--- config.mk ---
export PLATFORM = sky130hd
export DESIGN_NAME = ethernet_frame_classifier
export DESIGN_NICKNAME = d
export VERILOG_FILES = /design/src/hdl/efc_pkg.sv /design/src/hdl/efc_parser.sv /design/src/hdl/ethernet_frame_classifier.sv
export SDC_FILE = /design/constraint.sdc
export NUM_CORES = 1
export LEC_CHECK = 0
export ABC_AREA = 0
export BUFFER_PORTS_ARGS = -buffer_cell sky130_fd_sc_hd__buf_2
export CAP_MARGIN = 10
export CORE_ASPECT_RATIO = 1.1
export CORE_MARGIN = 2
export CORE_UTILIZATION = 25
export CTS_CLUSTER_DIAMETER = 80
export DETAILED_ROUTE_END_ITERATION = 12
export PLACE_DENSITY_LB_ADDON = 0.3
export SLEW_MARGIN = 20
export SYNTH_ARGS = -nofsm -noshare
export SYNTH_HDL_FRONTEND = slang
export SYNTH_HIERARCHICAL = 1
export SYNTH_SLANG_ARGS = --single-unit
--- constraint.sdc ---
create_clock -name clk -period 17.85 [get_ports clk]
set_input_delay 1.785 -clock clk [delete_from_list [all_inputs] [get_ports clk]]
set_output_delay 1.785 -clock clk [all_outputs]
set_load 0.01 [all_outputs]
--- src/hdl/efc_pkg.sv ---
// types and constants for the ethernet frame classifier
// no dependencies; imported by efc_parser, ethernet_frame_classifier and efc_checker
`timescale 1ns / 1ps

package efc_pkg;

    // ether type / length values
    localparam logic [15:0] ETH_IPV4    = 16'h0800;
    localparam logic [15:0] DIX_LIMIT   = 16'd1500;
    localparam logic [15:0] NOVELL_WORD = 16'hFFFF;
    localparam logic [15:0] SNAP_WORD   = 16'hAAAA;
    localparam logic [15:0] MIN_IP_LEN  = 16'd20;
    localparam logic [15:0] MIN_LLC_LEN = 16'd2;

    // output stream word: 228 bits of fields padded to whole bytes
    localparam int OUT_TDATA_W = 232;

    typedef enum logic [2:0] {
        KIND_IPV4   = 3'd0,
        KIND_DIX    = 3'd1,
        KIND_NOVELL = 3'd2,
        KIND_SNAP   = 3'd3,
        KIND_LLC    = 3'd4
    } frame_kind_t;

    typedef struct packed {
        logic       step;
        logic [7:0] data_byte;
        logic       last_byte;
    } in_item_t;

    typedef struct packed {
        logic [31:0] frame_number;
        frame_kind_t frame_kind;
        logic [47:0] dest_mac;
        logic [47:0] src_mac;
        logic [31:0] src_ip;
        logic [31:0] dst_ip;
        logic [31:0] kind_count;
        logic        length_raised;
    } result_t;

endpackage

--- src/hdl/efc_parser.sv ---
// header parser and frame counters of the ethernet frame classifier
// depends on efc_pkg; one byte is consumed per step strobe
`timescale 1ns / 1ps

module efc_parser #(
    parameter int COUNT_BITS = 32
) (
    input  logic             clk,
    input  logic             rst_n,
    input  efc_pkg::in_item_t item,
    output logic             emit,
    output efc_pkg::result_t  result
);
    import efc_pkg::*;

    localparam logic [16:0] OFS_SRC     = 17'd6;
    localparam logic [16:0] OFS_TYPE    = 17'd12;
    localparam logic [16:0] OFS_TYPE_LO = 17'd13;
    localparam logic [16:0] OFS_PAYLOAD = 17'd14;
    localparam logic [16:0] OFS_PEEK_LO = 17'd15;
    localparam logic [16:0] OFS_IPLEN   = 17'd16;
    localparam logic [16:0] OFS_IPLEN_LO = 17'd17;
    localparam logic [16:0] OFS_IPLEN_END = 17'd18;
    localparam logic [16:0] OFS_SRC_IP  = 17'd26;
    localparam logic [16:0] OFS_DST_IP  = 17'd30;
    localparam logic [16:0] OFS_IP_END  = 17'd34;
    localparam logic [COUNT_BITS-1:0] CNT_MAX = '1;
    localparam int KINDS = 5;

    logic [16:0]           pos_reg,    pos_next;
    logic [47:0]           dest_reg,   dest_next;
    logic [47:0]           src_reg,    src_next;
    logic [15:0]           tl_reg,     tl_next;
    logic [15:0]           peek_reg,   peek_next;
    logic [31:0]           ipsrc_reg,  ipsrc_next;
    logic [31:0]           ipdst_reg,  ipdst_next;
    logic [16:0]           end_reg,    end_next;
    logic                  raised_reg, raised_next;
    logic [COUNT_BITS-1:0] total_reg,  total_next;
    logic [COUNT_BITS-1:0] kcnt_reg [KINDS];
    logic [COUNT_BITS-1:0] kcnt_next;

    logic        is_ipv4;
    logic        is_dix;
    frame_kind_t kind;
    logic [63:0] total_wide;
    logic [63:0] kcnt_wide;

    always_comb
    begin
        dest_next   = dest_reg;
        src_next    = src_reg;
        tl_next     = tl_reg;
        peek_next   = peek_reg;
        ipsrc_next  = ipsrc_reg;
        ipdst_next  = ipdst_reg;
        end_next    = end_reg;
        raised_next = raised_reg;

        if (pos_reg < OFS_SRC)
            dest_next = {dest_reg[39:0], item.data_byte};
        else if (pos_reg < OFS_TYPE)
            src_next = {src_reg[39:0], item.data_byte};
        else if (pos_reg < OFS_PAYLOAD)
            tl_next = {tl_reg[7:0], item.data_byte};

        is_ipv4 = (pos_reg >= OFS_PAYLOAD) && (tl_next == ETH_IPV4);
        is_dix  = tl_next > DIX_LIMIT;

        // llc/snap header word, or ip total length for ipv4
        if ((pos_reg >= OFS_PAYLOAD && pos_reg < OFS_IPLEN) ||
            (is_ipv4 && pos_reg >= OFS_IPLEN && pos_reg < OFS_IPLEN_END))
            peek_next = {peek_reg[7:0], item.data_byte};

        if (pos_reg == OFS_TYPE_LO && tl_next != ETH_IPV4 && is_dix)
            end_next = OFS_PAYLOAD + {1'b0, tl_next};

        if (pos_reg == OFS_PEEK_LO && !is_ipv4 && !is_dix)
        begin
            if (tl_next < MIN_LLC_LEN)
            begin
                end_next    = OFS_PAYLOAD + {1'b0, MIN_LLC_LEN};
                raised_next = 1'b1;
            end
            else
                end_next = OFS_PAYLOAD + {1'b0, tl_next};
        end

        if (pos_reg == OFS_IPLEN_LO && is_ipv4)
        begin
            if (peek_next < MIN_IP_LEN)
            begin
                end_next    = OFS_PAYLOAD + {1'b0, MIN_IP_LEN};
                raised_next = 1'b1;
            end
            else
                end_next = OFS_PAYLOAD + {1'b0, peek_next};
        end

        if (is_ipv4 && pos_reg >= OFS_SRC_IP && pos_reg < OFS_DST_IP)
            ipsrc_next = {ipsrc_reg[23:0], item.data_byte};
        if (is_ipv4 && pos_reg >= OFS_DST_IP && pos_reg < OFS_IP_END)
            ipdst_next = {ipdst_reg[23:0], item.data_byte};

        pos_next = pos_reg + 17'd1;
        emit     = (end_next != '0) && (pos_next == end_next);

        if (tl_next == ETH_IPV4)
            kind = KIND_IPV4;
        else if (is_dix)
            kind = KIND_DIX;
        else if (peek_next == NOVELL_WORD)
            kind = KIND_NOVELL;
        else if (peek_next == SNAP_WORD)
            kind = KIND_SNAP;
        else
            kind = KIND_LLC;

        // saturating counters
        total_next = (total_reg == CNT_MAX) ? total_reg : total_reg + 1'b1;
        kcnt_next  = (kcnt_reg[kind] == CNT_MAX) ? kcnt_reg[kind] : kcnt_reg[kind] + 1'b1;
        total_wide = 64'(total_next);
        kcnt_wide  = 64'(kcnt_next);

        result.frame_number  = total_wide[31:0];
        result.frame_kind    = kind;
        result.dest_mac      = dest_next;
        result.src_mac       = src_next;
        result.src_ip        = (kind == KIND_IPV4) ? ipsrc_next : 32'd0;
        result.dst_ip        = (kind == KIND_IPV4) ? ipdst_next : 32'd0;
        result.kind_count    = kcnt_wide[31:0];
        result.length_raised = raised_next;
    end

    always_ff @(posedge clk or negedge rst_n)
    begin
        if (!rst_n)
        begin
            pos_reg    <= '0;
            dest_reg   <= '0;
            src_reg    <= '0;
            tl_reg     <= '0;
            peek_reg   <= '0;
            ipsrc_reg  <= '0;
            ipdst_reg  <= '0;
            end_reg    <= '0;
            raised_reg <= 1'b0;
            total_reg  <= '0;
            for (int i = 0; i < KINDS; i++)
                kcnt_reg[i] <= '0;
        end
        else if (item.step)
        begin
            if (item.last_byte || emit)
            begin
                // end of capture or end of frame: start the next frame clean
                pos_reg    <= '0;
                dest_reg   <= '0;
                src_reg    <= '0;
                tl_reg     <= '0;
                peek_reg   <= '0;
                ipsrc_reg  <= '0;
                ipdst_reg  <= '0;
                end_reg    <= '0;
                raised_reg <= 1'b0;
            end
            else
            begin
                pos_reg    <= pos_next;
                dest_reg   <= dest_next;
                src_reg    <= src_next;
                tl_reg     <= tl_next;
                peek_reg   <= peek_next;
                ipsrc_reg  <= ipsrc_next;
                ipdst_reg  <= ipdst_next;
                end_reg    <= end_next;
                raised_reg <= raised_next;
            end

            if (item.last_byte)
            begin
                total_reg <= '0;
                for (int i = 0; i < KINDS; i++)
                    kcnt_reg[i] <= '0;
            end
            else if (emit)
            begin
                total_reg      <= total_next;
                kcnt_reg[kind] <= kcnt_next;
            end
        end
    end

endmodule

--- src/hdl/ethernet_frame_classifier.sv ---
// ethernet frame classifier top level: input register, parser, result register
// depends on efc_pkg and efc_parser
`timescale 1ns / 1ps

// Usage
// s_axis carries the captured byte stream, one byte per request; tlast marks
// the final byte of a capture, after which any partial frame is dropped and
// the frame and kind counters restart from zero.
// m_axis carries one result per complete frame: running frame number, kind,
// both MAC addresses, IPv4 addresses (zero for other kinds), running count of
// that kind and a flag for a length field that was raised to its minimum.
// Throughput is one byte per clock, set by the single parser pass between the
// input register and the result register, except while a byte is held as below.
// A frame's result is loaded into the result register as its final byte
// leaves the input register, when the result register is free.
// When the receiver holds m_axis_tready low the result stays in place; bytes
// that complete no frame keep flowing, and s_axis_tready drops only when a
// byte that completes a frame waits for a full result register.
// Reset clears all frame state and counters; nothing is shown on m_axis.
// Counters are COUNT_BITS wide and saturate; their low 32 bits are shown.

module ethernet_frame_classifier #(
    parameter int COUNT_BITS = 32
) (
    input  logic                             clk,
    input  logic                             rst_n,
    input  logic                             s_axis_tvalid,
    output logic                             s_axis_tready,
    input  logic [7:0]                       s_axis_tdata,  // data_byte
    input  logic                             s_axis_tlast,  // last_byte
    output logic                             m_axis_tvalid,
    input  logic                             m_axis_tready,
    // frame_number[31:0], frame_kind[34:32], dest_mac[82:35], src_mac[130:83],
    // src_ip[162:131], dst_ip[194:163], kind_count[226:195],
    // length_raised[227], zero pad[231:228]
    output logic [efc_pkg::OUT_TDATA_W-1:0] m_axis_tdata
);
    import efc_pkg::*;

    logic                   in_valid_reg;
    logic [7:0]             in_byte_reg;
    logic                   in_last_reg;
    logic                   out_valid_reg;
    logic [OUT_TDATA_W-1:0] out_data_reg;

    logic     advance;
    logic     emit;
    in_item_t item;
    result_t  result;

    // a byte with no result never waits on the output side
    assign advance = in_valid_reg && (!emit || !out_valid_reg || m_axis_tready);
    assign s_axis_tready = !in_valid_reg || advance;

    assign item.step      = advance;
    assign item.data_byte = in_byte_reg;
    assign item.last_byte = in_last_reg;

    efc_parser #(
        .COUNT_BITS (COUNT_BITS)
    ) u_parser (
        .clk    (clk),
        .rst_n  (rst_n),
        .item   (item),
        .emit   (emit),
        .result (result)
    );

    always_ff @(posedge clk or negedge rst_n)
    begin
        if (!rst_n)
        begin
            in_valid_reg <= 1'b0;
        end
        else if (s_axis_tready)
        begin
            in_valid_reg <= s_axis_tvalid;
        end
    end

    always_ff @(posedge clk)
    begin
        if (s_axis_tready)
        begin
            in_byte_reg <= s_axis_tdata;
            in_last_reg <= s_axis_tlast;
        end
    end

    always_ff @(posedge clk or negedge rst_n)
    begin
        if (!rst_n)
        begin
            out_valid_reg <= 1'b0;
        end
        else if (advance && emit)
        begin
            out_valid_reg <= 1'b1;
        end
        else if (m_axis_tready)
        begin
            out_valid_reg <= 1'b0;
        end
    end

    always_ff @(posedge clk)
    begin
        if (advance && emit)
        begin
            out_data_reg <= {4'b0000,
                             result.length_raised,
                             result.kind_count,
                             result.dst_ip,
                             result.src_ip,
                             result.src_mac,
                             result.dest_mac,
                             result.frame_kind,
                             result.frame_number};
        end
    end

    assign m_axis_tvalid = out_valid_reg;
    assign m_axis_tdata  = out_data_reg;

endmodule

# Yosys cells after proc, flatten, opt, wreduce, memory -nomap -nowiden
# Index checks and enable logic that the tools add are counted.
[totals]
register_bits = 658
out_inout_bits = 234
[classes]
addsub = 5
magnitude_cmp = 16
n_eq_ne = 10
muxes = 45
n_bitwise = 1
reduce_logical = 32
[ops]
columns = ["cell", "n"]
rows = [
  ["two-way mux 32 bit", 11],
  ["two-way mux 160 bit", 2],
  ["two-way mux 48 bit", 5],
  ["bitwise mux 160 bit", 1],
  ["two-way mux 17 bit", 7],
  ["binary-select mux 32 bit (select 3 bit)", 1],
  ["demux 32 bit (select 3 bit)", 1],
  ["two-way mux 16 bit", 6],
  ["adder 32 x 1 -> 32 bit, second input constant", 2],
  ["equality test 32 bit, second input constant", 2],
  [">= comparator 17 x 5 -> 1 bit, second input constant", 3],
  ["< comparator 17 x 5 -> 1 bit, second input constant", 3],
  ["adder 4 x 16 -> 17 bit, first input constant", 2],
  ["equality test 17 x 4 -> 1 bit, second input constant", 2],
  ["< comparator 17 x 4 -> 1 bit, second input constant", 2],
  ["equality test 16 bit, second input constant", 2],
  ["adder 17 x 1 -> 17 bit, second input constant", 1],
  ["equality test 17 bit", 1],
  ["equality test 17 x 5 -> 1 bit, second input constant", 1],
  [">= comparator 17 x 4 -> 1 bit, second input constant", 1],
  ["logical AND 1 bit", 17],
  ["< comparator 17 x 3 -> 1 bit, second input constant", 1],
  ["< comparator 17 x 6 -> 1 bit, second input constant", 1],
  ["nonzero test 17 bit", 1],
  ["other kinds (15)", 33],
]

# Depth between registers and ports, before layout
[depth]
ltp_word = 24
depth_mapped = 30
ltp_nobuf = 22

# Cells and area by module
# Netlist, hierarchy kept.
[by_module_without_submodules]
columns = ["module", "n_inst", "cells_per_inst", "area_each_um2", "seq_area_each_um2"]
rows = [
  ["efc_parser", 1, 2910, 25794.7, 10485.1],
  ["ethernet_frame_classifier", 1, 251, 7249.5, 7166.9],
]

# Least setup slack after synthesis
# No wires, ideal clock.
[synth_path]
kind = "flip-flop to flip-flop"
from = "register u_parser.pos_reg[12]"
to = "register out_data_reg[0] (netlist: m_axis_tdata[0]), enable pin"
setup_time_ns = 0.821
t_arrival_ns = 15.059
setup_slack_ns = 1.970
stages_incl_launch_ff = 23
n_path_buf = 6
path_cell_list = "dfrtp_1 buf_6 or4_4 or4_1 buf_2 nor3_1 nor2_1 buf_1 buf_1 mux2i_1 ha_1 and3_1 clkbuf_1 nor4_1 mux2i_1 or2_2 nor3_1 and3_1 clkbuf_1 or4b_2 nor4_1 nand2_1 nor2_1"
[synth_between]
elab_chain_cells = 20
word_cells_on_any_way = 47
[synth_rtl]
columns = ["element", "line", "rtl"]
rows = [
  ["start: declaration", "efc_parser.sv:30", "logic [16:0] pos_reg, pos_next;"],
  ["start signal: assignment", "efc_parser.sv:169", "pos_reg <= pos_next;"],
  ["< comparator 17 x 4 -> 1 bit", "efc_parser.sv:64", "else if (pos_reg < OFS_PAYLOAD)"],
  ["two-way mux 16 bit", "efc_parser.sv:64", ""],
  ["two-way mux 16 bit", "efc_parser.sv:62", "else if (pos_reg < OFS_TYPE)"],
  ["two-way mux 16 bit", "efc_parser.sv:60", "if (pos_reg < OFS_SRC)"],
  ["equality test 16 x 12 -> 1 bit", "efc_parser.sv:67", "is_ipv4 = (pos_reg >= OFS_PAYLOAD) && (tl_next == ETH_IPV4);"],
  ["logical AND 1 bit", "efc_parser.sv:67", ""],
  ["logical AND 1 bit (2 in a row)", "efc_parser.sv:72", "(is_ipv4 && pos_reg >= OFS_IPLEN && pos_reg < OFS_IPLEN_END))"],
  ["logical OR 1 bit", "efc_parser.sv:71", "if ((pos_reg >= OFS_PAYLOAD && pos_reg < OFS_IPLEN) ||"],
  ["(+3 left out)", "-", ""],
  ["two-way mux 17 bit", "efc_parser.sv:89", "if (pos_reg == OFS_IPLEN_LO && is_ipv4)"],
  ["equality test 17 bit / nonzero test 17 bit (equally long branches)", "efc_parser.sv:106", "emit = (end_next != '0) && (pos_next == end_next);"],
  ["logical AND 1 bit *", "efc_parser.sv:106", ""],
  ["net emit", "ethernet_frame_classifier.sv:47", "logic emit;"],
  ["zero test 1 bit", "ethernet_frame_classifier.sv:52", "assign advance = in_valid_reg && (!emit || !out_valid_reg || m_axis_tready);"],
  ["logical OR 1 bit (2 in a row)", "ethernet_frame_classifier.sv:52", ""],
  ["logical AND 1 bit", "ethernet_frame_classifier.sv:52", ""],
  ["logical AND 1 bit *", "ethernet_frame_classifier.sv:108", "if (advance && emit)"],
  ["end signal: assignment", "ethernet_frame_classifier.sv:110", "out_data_reg <= {4'b0000,"],
  ["end: declaration", "ethernet_frame_classifier.sv:44", "logic [OUT_TDATA_W-1:0] out_data_reg;"],
]
# The timed path passes the listed nets; every way through them passes the cells marked *.
# A chain may end at the register's enable or synchronous reset.

# Worst setup path in the final report
[layout_path]
from = "register u_parser.tl_reg[4]"
to = "register u_parser/kcnt_reg[110] in the netlist's numbering"
[layout_between]
word_cells_on_any_way = 57
[layout_rtl]
columns = ["element", "line", "rtl"]
rows = [
  ["start: declaration", "efc_parser.sv:33", "logic [15:0] tl_reg, tl_next;"],
  ["start signal: assignment", "efc_parser.sv:172", "tl_reg <= tl_next;"],
  ["two-way mux 16 bit", "efc_parser.sv:64", ""],
  ["two-way mux 16 bit", "efc_parser.sv:62", ""],
  ["two-way mux 16 bit *", "efc_parser.sv:60", ""],
  ["equality test 16 x 12 -> 1 bit", "efc_parser.sv:67", ""],
  ["logical AND 1 bit", "efc_parser.sv:67", ""],
  ["logical AND 1 bit (2 in a row)", "efc_parser.sv:72", ""],
  ["logical OR 1 bit", "efc_parser.sv:71", ""],
  ["two-way mux 16 bit", "efc_parser.sv:71", ""],
  ["(+3 left out)", "-", ""],
  ["equality test 17 bit / nonzero test 17 bit (equally long branches)", "efc_parser.sv:106", ""],
  ["logical AND 1 bit *", "efc_parser.sv:106", ""],
  ["net emit", "ethernet_frame_classifier.sv:47", ""],
  ["zero test 1 bit *", "ethernet_frame_classifier.sv:52", ""],
  ["logical OR 1 bit * (2 in a row)", "ethernet_frame_classifier.sv:52", ""],
  ["logical AND 1 bit *", "ethernet_frame_classifier.sv:52", ""],
  ["net advance", "ethernet_frame_classifier.sv:46", "logic advance;"],
  ["AND reduction 2 bit (no source line) *", "-", ""],
  ["end signal: indexed assignment", "efc_parser.sv:189", "kcnt_reg[kind] <= kcnt_next;"],
  ["end: declaration", "efc_parser.sv:40", "logic [COUNT_BITS-1:0] kcnt_reg [KINDS];"],
]
# The timed path passes the listed nets; every way through them passes the cells marked *. The select of a mux whose other input is x is not followed.

==> results.md <==
* Most frequent cells in the layout: 502 x nand2_1, 421 x dfrtp_1, 241 x buf_2, 237 x edfxtp_1, 147 x o2bb2ai_1
* Initial Util at 25.27%
* Fin. Hold Viols at 0
* Post-layout min period at 9.643 ns
* Detailed Route WL at 114700 um
* DR DRC count at 0
* IO Count at 247
* Number of buffers added on ports at 242
* RSZ-0062 raised after global routing: no
* N_diodes at 0
* CTS max path bufs at 3
* Clk_skew at 0.03713 ns
* Inst Count DP at 4980
* #FFs+latches synth at 658
* Type of origin of the critical path: register
* Final setup TNS at 0 ns
* Total number of vias at 26.77k
* Syn Std Cell Area at 33040 um2
* CTS buffer count at 83
* DP HPWL at 74960 um
* Die W at 350.6 um
* Cells after Synth at 3161
* Worst EP arrival at 10.21 ns
* Multi-input gate area at 14200 um2
* Final period util at 54.02%
* Sequential area share after synthesis at 53.42%
* CP max FO at 152
* Peak supply drop at 0.06835 mV
* Layout cells sized above 1 at 18.99%
* CP Data Required Time at 18.42 ns
* EDFF count, synth at 237
* Largest register FFs at 228
* Worst-Margin Slew at 1.145 ns
* Commonest non-fill, non-tap cell in the layout: nand2_1
* Achievable Freq at 0.1037 GHz
* CTS clk-pin slew, worst paths at 0.06 ns
* Grt ovf at 0
* Storage cell area at 17650 um2
* Die Height at 385.3 um
* Yosys warnings at 6
* Row count at 139
* Fill count at 13.64k
* Syn avg cell area at 10.45 um2
* Worst R2R Setup Slack at 8.21 ns
* Leak Pwr at 14.82 nW
* Top FF cell, synth: dfrtp_1
* Skew-Pair Late Insertion Delay at 0.70 ns
* Area growth, synth to finish at 17.76%
* Max-slew violation count at 0
* Clk root buf: clkbuf_16
* Core Footprint at 130800 um2
* All-Layer GR Usage at 16.55%
* Slew headroom at 23.10%
* Setup WS post-layout at 8.207 ns
* Vias per cell at 5.216
* Final setup viols at 0
* Initial antenna violation count at 6
* Crit Path Class: register to register
* Hold depth at 1
* Async SR Flop Fraction at 63.98%
* Critical path endpoint category: register
* Worst R2R End: u_parser/kcnt_reg[110]$_DFFE_PN0P_
* R2R Path Start: u_parser/tl_reg[4]$_DFFE_PN0P_
* Cts hold-fix bufs at 0
* Antenna Nets Post-Route at 0
* Largest net degree at the start of global routing at 153
* Clock sink count at 658
* Number of global-route vias before repair at 25.76k
* Setup Buffers After CTS at 0
* HP Class: register to register
* Worst reg2reg path depth at 17
* Detailed Route Iter0 Violations at 2371
* Hold path endpoint: u_parser/dest_reg[46]$_DFFE_PN0P_
* Status: finished, final reports clean
* GP Congestion at 0.9404
* # resized after CTS at 0
* Wirelength per Cell at 22.34 um
* Global-route wire length before repair at 171200 um
* H-tree Lvls at 3
* CTS tree: built
* P per Cell Area at 88.99 nW/um2
* Worst slack at placement at 8.638 ns
* Min-delay src: u_parser/dest_reg[46]$_DFFE_PN0P_
* Die ar. at 135100 um2
* Drt pass-1 iters at 5
* Netlist cell types at 93
* Max Cap Viol at 0
* Post-route insts no fill at 5133
* NumNets Final at 3322
## worst max-delay path: stages (launching register included)
cell and delay, ns:
dfrtp_1 0.53, nor4_1 0.96, and4_1 0.44, nand3_1 0.39
nand2_1 0.76, mux2_2 0.47, nor4_1 0.54, a221o_1 0.23
a32oi_1 0.19, xnor2_1 0.31, mux2i_1 0.66, nor4_2 0.22
a21boi_4 0.21, buf_12 0.53, inv_6 0.43, nor2_1 0.92
nand3_2 0.89, o22ai_1 0.48
## power breakdown
| part | leakage [nW] | switching, W | internal, W | total (W) |
|---|---|---|---|---|
| Sequential | 7.76 | 0.0000248 | 0.00158 | 0.00161 |
| Clock | 1.35 | 0.000702 | 0.00101 | 0.00171 |
| Combinational | 5.71 | 0.000104 | 0.0000431 | 0.000147 |
| Total | 14.8 | 0.000831 | 0.00263 | 0.00346 |
## worst max-delay path by stage
stage / from / end / slack, ns
5_1_grt: u_parser/pos_reg[12]$_DFFE_PN0P_ / u_parser/kcnt_reg[110]$_DFFE_PN0P_ / 7.72
2_1_floorplan: u_parser/pos_reg[12]$_DFFE_PN0P_ / m_axis_tdata[0]$_DFFE_PP_ / 1.97
4_1_cts: u_parser/pos_reg[12]$_DFFE_PN0P_ / s_axis_tready / 8.40
3_5_place_dp: u_parser/pos_reg[12]$_DFFE_PN0P_ / u_parser/kcnt_reg[142]$_DFFE_PN0P_ / 8.64
6_report: u_parser/tl_reg[4]$_DFFE_PN0P_ / u_parser/kcnt_reg[110]$_DFFE_PN0P_ / 8.21
3_3_place_gp: u_parser/pos_reg[3]$_DFFE_PN0P_ / u_parser/kcnt_reg[63]$_DFFE_PN0P_ / 8.78
## stage by stage
step	hold slack, ns	area (um2)	utilization, %	power [W]
2_1_floorplan	0.4478	33060	-	0.001717
3_3_place_gp	0.4638	36130	27.63	0.001784
3_5_place_dp	0.4688	36130	27.63	0.001786
4_1_cts	0.4845	38910	29.75	0.003518
5_1_grt	0.4939	38910	29.75	0.003595
6_report	0.4799	38910	29.75	0.003463
## synthesized netlist by cell type (all sizes together) (13+ instances only)
| cell type | number | area share (%) |
|---|---|---|
| o221ai | 32 | 0.85 |
| o31ai | 17 | 0.40 |
| clkbuf | 214 | 2.4 |
| nand4 | 23 | 0.44 |
| inv | 72 | 0.82 |
| a22o | 120 | 3.2 |
| dfrtp | 421 | 32 |
| a211oi | 25 | 0.57 |
| xor2 | 40 | 1.1 |
| o22ai | 73 | 1.7 |
| nand2b | 15 | 0.28 |
| buf | 49 | 0.78 |
| o21ai | 104 | 1.6 |
| a221o | 16 | 0.48 |
| a21oi | 121 | 1.8 |
| or2 | 17 | 0.32 |
| nor2 | 135 | 1.5 |
| nand3 | 87 | 1.3 |
| mux2i | 37 | 1.1 |
| and4 | 17 | 0.45 |
| nand2 | 506 | 5.7 |
| nor4 | 44 | 0.87 |
| or3 | 29 | 0.55 |
| o211ai | 55 | 1.2 |
| nor3 | 80 | 1.3 |
| o2bb2ai | 147 | 3.9 |
| a21o | 13 | 0.32 |
| xnor2 | 61 | 1.6 |
| or4 | 17 | 0.40 |
| edfxtp | 237 | 22 |
| and3 | 39 | 0.74 |
| mux2 | 112 | 3.8 |
## area by class of cell
cell class	count	area share, %
sequential	658	45.36
multi-input combinational	2169	36.49
clock buffer	111	5.923
tap	1762	5.666
timing repair buffer	317	4.627
clock inverter	42	1.206
inverter	74	0.7267
## cells by family after synthesis
kind of cell | share of synthesized area (%)
xor gates and xnor gates | 2.677
AOI/OAI and AO/OA | 19.67
and+or+nand+nor | 15.00
other | 0.01135
muxes | 4.938
adders and majority gates | 0.2272
DFF | 53.42
buffers and inverters | 4.055
## layer usage
| layer | wire, um | vias up | part of all wire (%) | global-route usage (%) |
|---|---|---|---|---|
| met3 | 6320 | 191 | 5.5 | 2.658 |
| met1 | 50640 | 13630 | 44 | 22.48 |
| li1 | - | 12080 | - | - |
| met4 | 3403 | 2 | 3.0 | 5.778 |
| met2 | 54310 | 869 | 47 | 26.62 |
| met5 | 7 | - | 0.0061 | 0 |
No activity file was read; power rests on OpenSTA's default activity.
